<file path="src/rtl/core/gte_pkg.sv">
// Shared constants, types and state codes for the glare threshold estimate core.
`default_nettype none

package gte_pkg;

	localparam int MAX_PIXELS = 65536;
	localparam int ADDR_W = $clog2(MAX_PIXELS);
	localparam int CNT_W = $clog2(MAX_PIXELS + 1);
	localparam int VAL_W = 24;
	localparam int THR_W = VAL_W - 1;
	localparam int RATIO_W = 4;
	localparam int RBIT_W = $clog2(RATIO_W);
	localparam int SUM_W = VAL_W + ADDR_W;
	localparam int PROD_W = VAL_W + CNT_W + 1;
	localparam int LIM_W = SUM_W + RATIO_W + 1;
	localparam logic [RATIO_W-1:0] RATIO_RESET = 4'd5;

	typedef enum logic [2:0] {
		ST_IDLE,
		ST_LIMIT,
		ST_CHECK,
		ST_CHKWAIT,
		ST_SWEEP,
		ST_DRAIN,
		ST_EMIT
	} gte_state_t;

	// Request into the shared cutoff unit: one value to test against the cutoff.
	typedef struct packed {
		logic                    vld;
		logic signed [VAL_W-1:0] val;
	} cut_req_t;

	// Answer from the cutoff unit; the request passes the product register and the compare register first.
	typedef struct packed {
		logic                    vld;
		logic                    busy;
		logic                    in_limit;
		logic signed [VAL_W-1:0] val;
	} cut_rsp_t;

endpackage

`default_nettype wire

</file>
<file path="src/rtl/core/gte_cut_unit.sv">
// Shared cutoff test unit: registered value*count product, then compare with the limit.
`default_nettype none

module gte_cut_unit (
	input  wire logic                              clk,
	input  wire logic                              arst_n,
	input  wire gte_pkg::cut_req_t                 req,
	input  wire logic [gte_pkg::CNT_W-1:0]         count,
	input  wire logic signed [gte_pkg::LIM_W-1:0]  limit,
	output gte_pkg::cut_rsp_t                      rsp
);

	logic signed [gte_pkg::CNT_W:0]   cnt_s;
	logic signed [gte_pkg::PROD_W-1:0] prod_d;
	logic signed [gte_pkg::PROD_W-1:0] prod_s1;
	logic signed [gte_pkg::LIM_W-1:0]  prod_ext;
	logic signed [gte_pkg::VAL_W-1:0]  val_s1;
	logic signed [gte_pkg::VAL_W-1:0]  val_s2;
	logic                              vld_s1;
	logic                              vld_s2;
	logic                              within_s2;

	assign cnt_s = {1'b0, count};
	assign prod_d = $signed(req.val) * cnt_s;
	assign prod_ext = {{(gte_pkg::LIM_W - gte_pkg::PROD_W){prod_s1[gte_pkg::PROD_W-1]}},
		prod_s1};

	always_ff @(posedge clk or negedge arst_n) begin
		if (!arst_n) begin
			vld_s1 <= 1'b0;
			vld_s2 <= 1'b0;
		end else begin
			vld_s1 <= req.vld;
			vld_s2 <= vld_s1;
		end
	end

	always_ff @(posedge clk) begin
		prod_s1 <= prod_d;
		val_s1 <= req.val;
		within_s2 <= (prod_ext <= limit);
		val_s2 <= val_s1;
	end

	always_comb begin
		rsp.vld = vld_s2;
		rsp.busy = vld_s1 | vld_s2;
		rsp.in_limit = within_s2;
		rsp.val = val_s2;
	end

endmodule

`default_nettype wire

</file>
<file path="config.mk">
export PLATFORM = sky130hd
export DESIGN_NAME = gte_cut_unit
export DESIGN_NICKNAME = d
export VERILOG_FILES = /design/src/rtl/core/gte_pkg.sv /design/src/rtl/core/gte_cut_unit.sv
export SDC_FILE = /design/constraint.sdc
export NUM_CORES = 1
export LEC_CHECK = 0
export BUFFER_PORTS_ARGS = -buffer_cell sky130_fd_sc_hd__buf_2
export CAP_MARGIN = 20
export CORE_UTILIZATION = 50
export DETAILED_ROUTE_END_ITERATION = 6
export PLACE_DENSITY = 0.71
export SLEW_MARGIN = 20
export SYNTH_ARGS = -nofsm -noshare
export SYNTH_HDL_FRONTEND = slang
export SYNTH_SLANG_ARGS = --single-unit
</file>
<file path="constraint.sdc">
create_clock -name clk -period 3.38 [get_ports clk]
set_input_delay 0.169 -clock clk [delete_from_list [all_inputs] [get_ports clk]]
set_output_delay 0.169 -clock clk [all_outputs]
set_load 0.005 [all_outputs]
</file>
Word-level counts from Yosys, hierarchy flattened:

Index checks and enable logic that the tools add are counted.

* flip-flop bits (word level): 93
* latch bits: 0
* memory bits (writable): 0
* memory bits (read-only): 0
* input bits: 89
* output and inout port bits: 27
* logic and storage cells: 9
* memories kept: 0

* add/sub/neg operators: 0
* multipliers: 1
* div/mod/pow operators: 0
* $lt $le $gt $ge: 1
* equal/unequal tests: 0
* shift-type cells: 0
* muxes and demuxes: 0
* bitwise gates (word level): 1
* reduce and logical (&&, ||, !) cells: 0

Operators by type and width (count)
* $le A42 B45 Y1: 1
* $mul A24 B18 Y42: 1
* $or A1 B1 Y1: 1

Longest topological paths before layout:

* depth after elaboration: 1
* depth in mapped cells: 24

Least setup slack after synthesis:

OpenSTA, ideal clock, no wires.

* kind: input-to-reg
* start point: input port req[23] (netlist bit)
* end point: register prod_s1[40] (netlist bit)
* arrival time: 5.560 ns
* data required time: 3.315 ns
* path slack: -2.245 ns
* stages: 18
* path buffers: 1
* path through: clkbuf_1 > nand2_1 > fa_1 > inv_1 > fa_1 > fa_1 > fa_1 > fa_1 > inv_1 > fa_1 > inv_1 > ha_1 > nand2_1 > o2bb2a_1 > a31oi_1 > nand3_1 > nor3b_1 > nand4b_1

* cells in the longest elaborated chain, start to end: 1

RTL lines
* start, declared: RTL line gte_cut_unit.sv:7 `input wire gte_pkg::cut_req_t req,`
* $mul A24 B18 Y42: RTL line gte_cut_unit.sv:24 `assign prod_d = $signed(req.val) * cnt_s;`
* via prod_d, one bit: RTL line gte_cut_unit.sv:14 `logic signed [gte_pkg::PROD_W-1:0] prod_d;`
* end signal, assigned: RTL line gte_cut_unit.sv:39 `prod_s1 <= prod_d;`
* end, declared: RTL line gte_cut_unit.sv:15 `logic signed [gte_pkg::PROD_W-1:0] prod_s1;`

The timed path passes the listed nets, and every way through them passes these cells.

Worst setup path in the final report:

* start point: input port req[10] (netlist bit)
* end point: register prod_s1[32] (netlist bit)

The elaborated chain is that of the path after synthesis.

==> impl_metrics.env <==
export IMPL_reg2reg_slack_ps=770
export IMPL_yosysWarnings=0
export IMPL_place_hpwl_um=36100
export IMPL_rsz0062_at_grt="true"
export IMPL_reg2reg_to="within_s2$_DFF_P_"
export IMPL_rr_startpoint="prod_s1[41]$_DFF_P_"
export IMPL_cp_arrival_ps=5530
export IMPL_insertion_delay_ps=390
export IMPL_setup_ws_ps=-1850
export IMPL_multi_input_area_sq_um=14800
export IMPL_tritoncts="yes"
export IMPL_ys_seq_area_share_pct=10.5
export IMPL_avgSynthCellArea_sq_um=9.24
export IMPL_synth_distinct_cells=52
export IMPL_nNetsFinal=2901
export IMPL_critPathCaptureType="register"
export IMPL_diodes=0
export IMPL_finalWirelength_um=43800
export IMPL_ys_async_sr_fraction_pct=2.15
export IMPL_finalCriticalPeriod_ps=5230
export IMPL_violations="negative setup slack"
export IMPL_cts_root_buf="clkbuf_16"
export IMPL_fin_crit_sh_pct=155
export IMPL_drc_errors=0
export IMPL_vias_per_cell=5.03
export IMPL_cts_sinks=93
export IMPL_synth_flop_cell="dfxtp_1"
export IMPL_synth_nets=2566
export IMPL_dieHeight_um=191
export IMPL_fp_coreArea_sq_um=34800
export IMPL_stdcell_area_sq_um=22800
export IMPL_skew_ps=15.4
export IMPL_critical_path_peak_fanout=8
export IMPL_grt_pass1_vias=15700
export IMPL_synthTopCellsByCount="525 x inv_1, 401 x fa_1, 233 x nand2_1"
export IMPL_grt_ovfl_total=0
export IMPL_relSlewSlack_pct=72.3
export IMPL_place_inst=2648
export IMPL_hold_violations=0
export IMPL_regArea_sq_um=1870
export IMPL_startpoint="req[10]"
export IMPL_drtIter0Drc=502
export IMPL_crit_chain="buf_12 -> buf_12 -> and2_4 -> fa_1 -> inv_1 -> fa_2 -> fa_2 -> fa_1 -> inv_2 -> fa_1 -> inv_1 -> fa_1 -> inv_2 -> ha_4 -> a21oi_2 -> o21ai_2 -> a22oi_2 -> o211ai_2 -> buf_4 -> o21ai_4 -> o211ai_2 -> a31o_1 -> a21oi_2 -> xnor2_1"
export IMPL_cp_num_cells=24
export IMPL_finalSetupViolCount=35
export IMPL_drv_cap=0
export IMPL_ys_ff_latch=93
export IMPL_yosysTopAreaCell="fa_1"
export IMPL_min_path_type="input port to register"
export IMPL_slowest_delay_ps=530
export IMPL_drt_pass1_iterations=7
export IMPL_fill_cells=2705
export IMPL_grt_pass1_wl_um=72800
export IMPL_slew_viol_final=0
export IMPL_dieArea_sq_um=36400
export IMPL_synth_most_common_cell="inv_1"
export IMPL_vias=13700
export IMPL_path_common_cell="fa_1"
export IMPL_crit_slowest_cell="fa_1"
export IMPL_place_area_sq_um=20800
export IMPL_clk_pin_slew_ps=70
export IMPL_fin_hold_ws_ps=34.6
export IMPL_clock_fmax_ghz=0.191
export IMPL_grt_max_degree=22
export IMPL_crit_family="adder cells"
export IMPL_synthTopCellsByArea="fa_1 45%, inv_1 11%, ha_1 10%, dfxtp_1 10%, and2_1 7.1%"
export IMPL_synth_top_area_share_pct=45.0
export IMPL_cts_max_path_buffers=2
export IMPL_synth_edf_count=0
export IMPL_die_width_um=191
export IMPL_cp_endpoint="prod_s1[32]$_DFF_P_"
export IMPL_fp_row_count=68
export IMPL_final_cells=2724
export IMPL_crit_required_ps=3680
export IMPL_critPathLaunchType="input port"
export IMPL_gp_congestion=0.893
export IMPL_rr_worst_depth=10
export IMPL_h_tree_depth=3
export IMPL_criticalPathCategory="input port to register"
export IMPL_tightest_slew_ps=415
export IMPL_wl_per_cell_um=16.1
export IMPL_path_buf_inv=7
export IMPL_ant_nets=0
export IMPL_area_delta_synth_final_pct=28.0
export IMPL_synth_area_sq_um=17800
export IMPL_io_pins=116
export IMPL_synthCells=1929
export IMPL_port_buffers=115
export IMPL_cts_buffers=9
export IMPL_drive_gt1_share_pct=28.6
export IMPL_antenna_found_initial=0
export IMPL_grt_util_all_layers_pct=25.8
export IMPL_status="finished with violations"
export IMPL_start_util_pct=51.2
## logic make-up (layout without fill, tap and decap cells)
group	count (synthesis)	count (layout)	synth area share (%)
muxes	2	2	0.112
xor gates and xnor gates	38	38	1.87
DFF	93	93	10.5
and+or+nand+nor	528	528	14.8
adders and majority gates	548	548	55.4
AOI/OAI and AO/OA	135	135	5.03
buffers and inverters	585	925	12.4
## worst min-delay path by stage
stage,start,depth (start not counted),endpoint
4_1_cts,req[5],2,val_s1[5]$_DFF_P_
3_5_place_dp,arst_n,1,vld_s1$_DFF_PN0_
6_report,req[5],2,val_s1[5]$_DFF_P_
5_1_grt,req[5],2,val_s1[5]$_DFF_P_
2_1_floorplan,arst_n,0,vld_s1$_DFF_PN0_
3_3_place_gp,arst_n,1,vld_s1$_DFF_PN0_
## timing repair
action	in CTS	in global routing
endpoints found under the setup margin	36	36
cloned	3	4
hold endpoints to repair	12	0
hold buffers	11	0
pin swaps	94	119
resized for setup	205	123
setup buffers	21	35
## worst register-to-register path, stage by stage (launching register included)
cell and delay [ps]:
dfxtp_1 360, ha_1 370, nand4_1 150, nor3_1 220, buf_4 170, nand3_1 130
nor3_1 210, o21ai_0 190, o211ai_1 290, mux2i_1 370, a21o_1 120
## final cells by class
cell class	instances	share of cell area [%]
clock buffer	10	1.05
clock inverter	6	0.192
timing repair buffer	384	14.8
sequential	93	8.20
inverter	525	8.65
tap	455	2.50
multi-input combinational	1251	64.7
## flip-flops by register name (all words and copies together), names as in the netlist
name and count:
val_s2 24, val_s1 24, prod_s1 42, vld_s2 1, vld_s1 1, within_s2 1
## layout by cell type (no fill, tap or decap), types with 5 or more instances in the layout
cell and count:
and2_4 45, clkbuf_16 13, buf_12 20, o211ai_1 7
inv_1 476, o21ai_2 8, nand4_1 10, nand2_1 213
nand2b_1 5, inv_2 48, nor2_2 11, dfxtp_1 91
buf_4 209, fa_1 373, nor3_1 11, buf_6 52
ha_4 29, nand2_2 20, ha_1 114, fa_2 28
xnor2_2 5, xor2_1 7, nand3_1 7, a21oi_2 21
xnor2_1 25, o21a_1 7, and2_1 157, a21oi_1 17
o21ai_0 10, dlygate4sd3_1 11, o21ai_1 6, nor2_1 17
buf_2 79, a21o_1 23
## metal layers
| metal | GRT usage, % | wire [um] | vias up |
|---|---|---|---|
| met5 | 0 | 0 | - |
| met4 | 13.4 | 2300 | 0 |
| met3 | 3.50 | 1720 | 131 |
| met2 | 50.1 | 24100 | 343 |
| met1 | 26.6 | 15700 | 6946 |
| li1 | - | - | 6287 |
## through the flow
step           utilization, %  setup slack (ps)  TNS (ps)
3_5_place_dp             59.9             -2460    -67150
2_1_floorplan               -             -1870    -44420
4_1_cts                  63.8             -1790    -45630
3_3_place_gp             59.9             -2320    -64770
5_1_grt                  65.6             -2040    -53100
6_report                 65.6             -1850    -47460
Power is not shown: default switching activity piles up to over one toggle a cycle in this logic, so the estimate is an artifact.
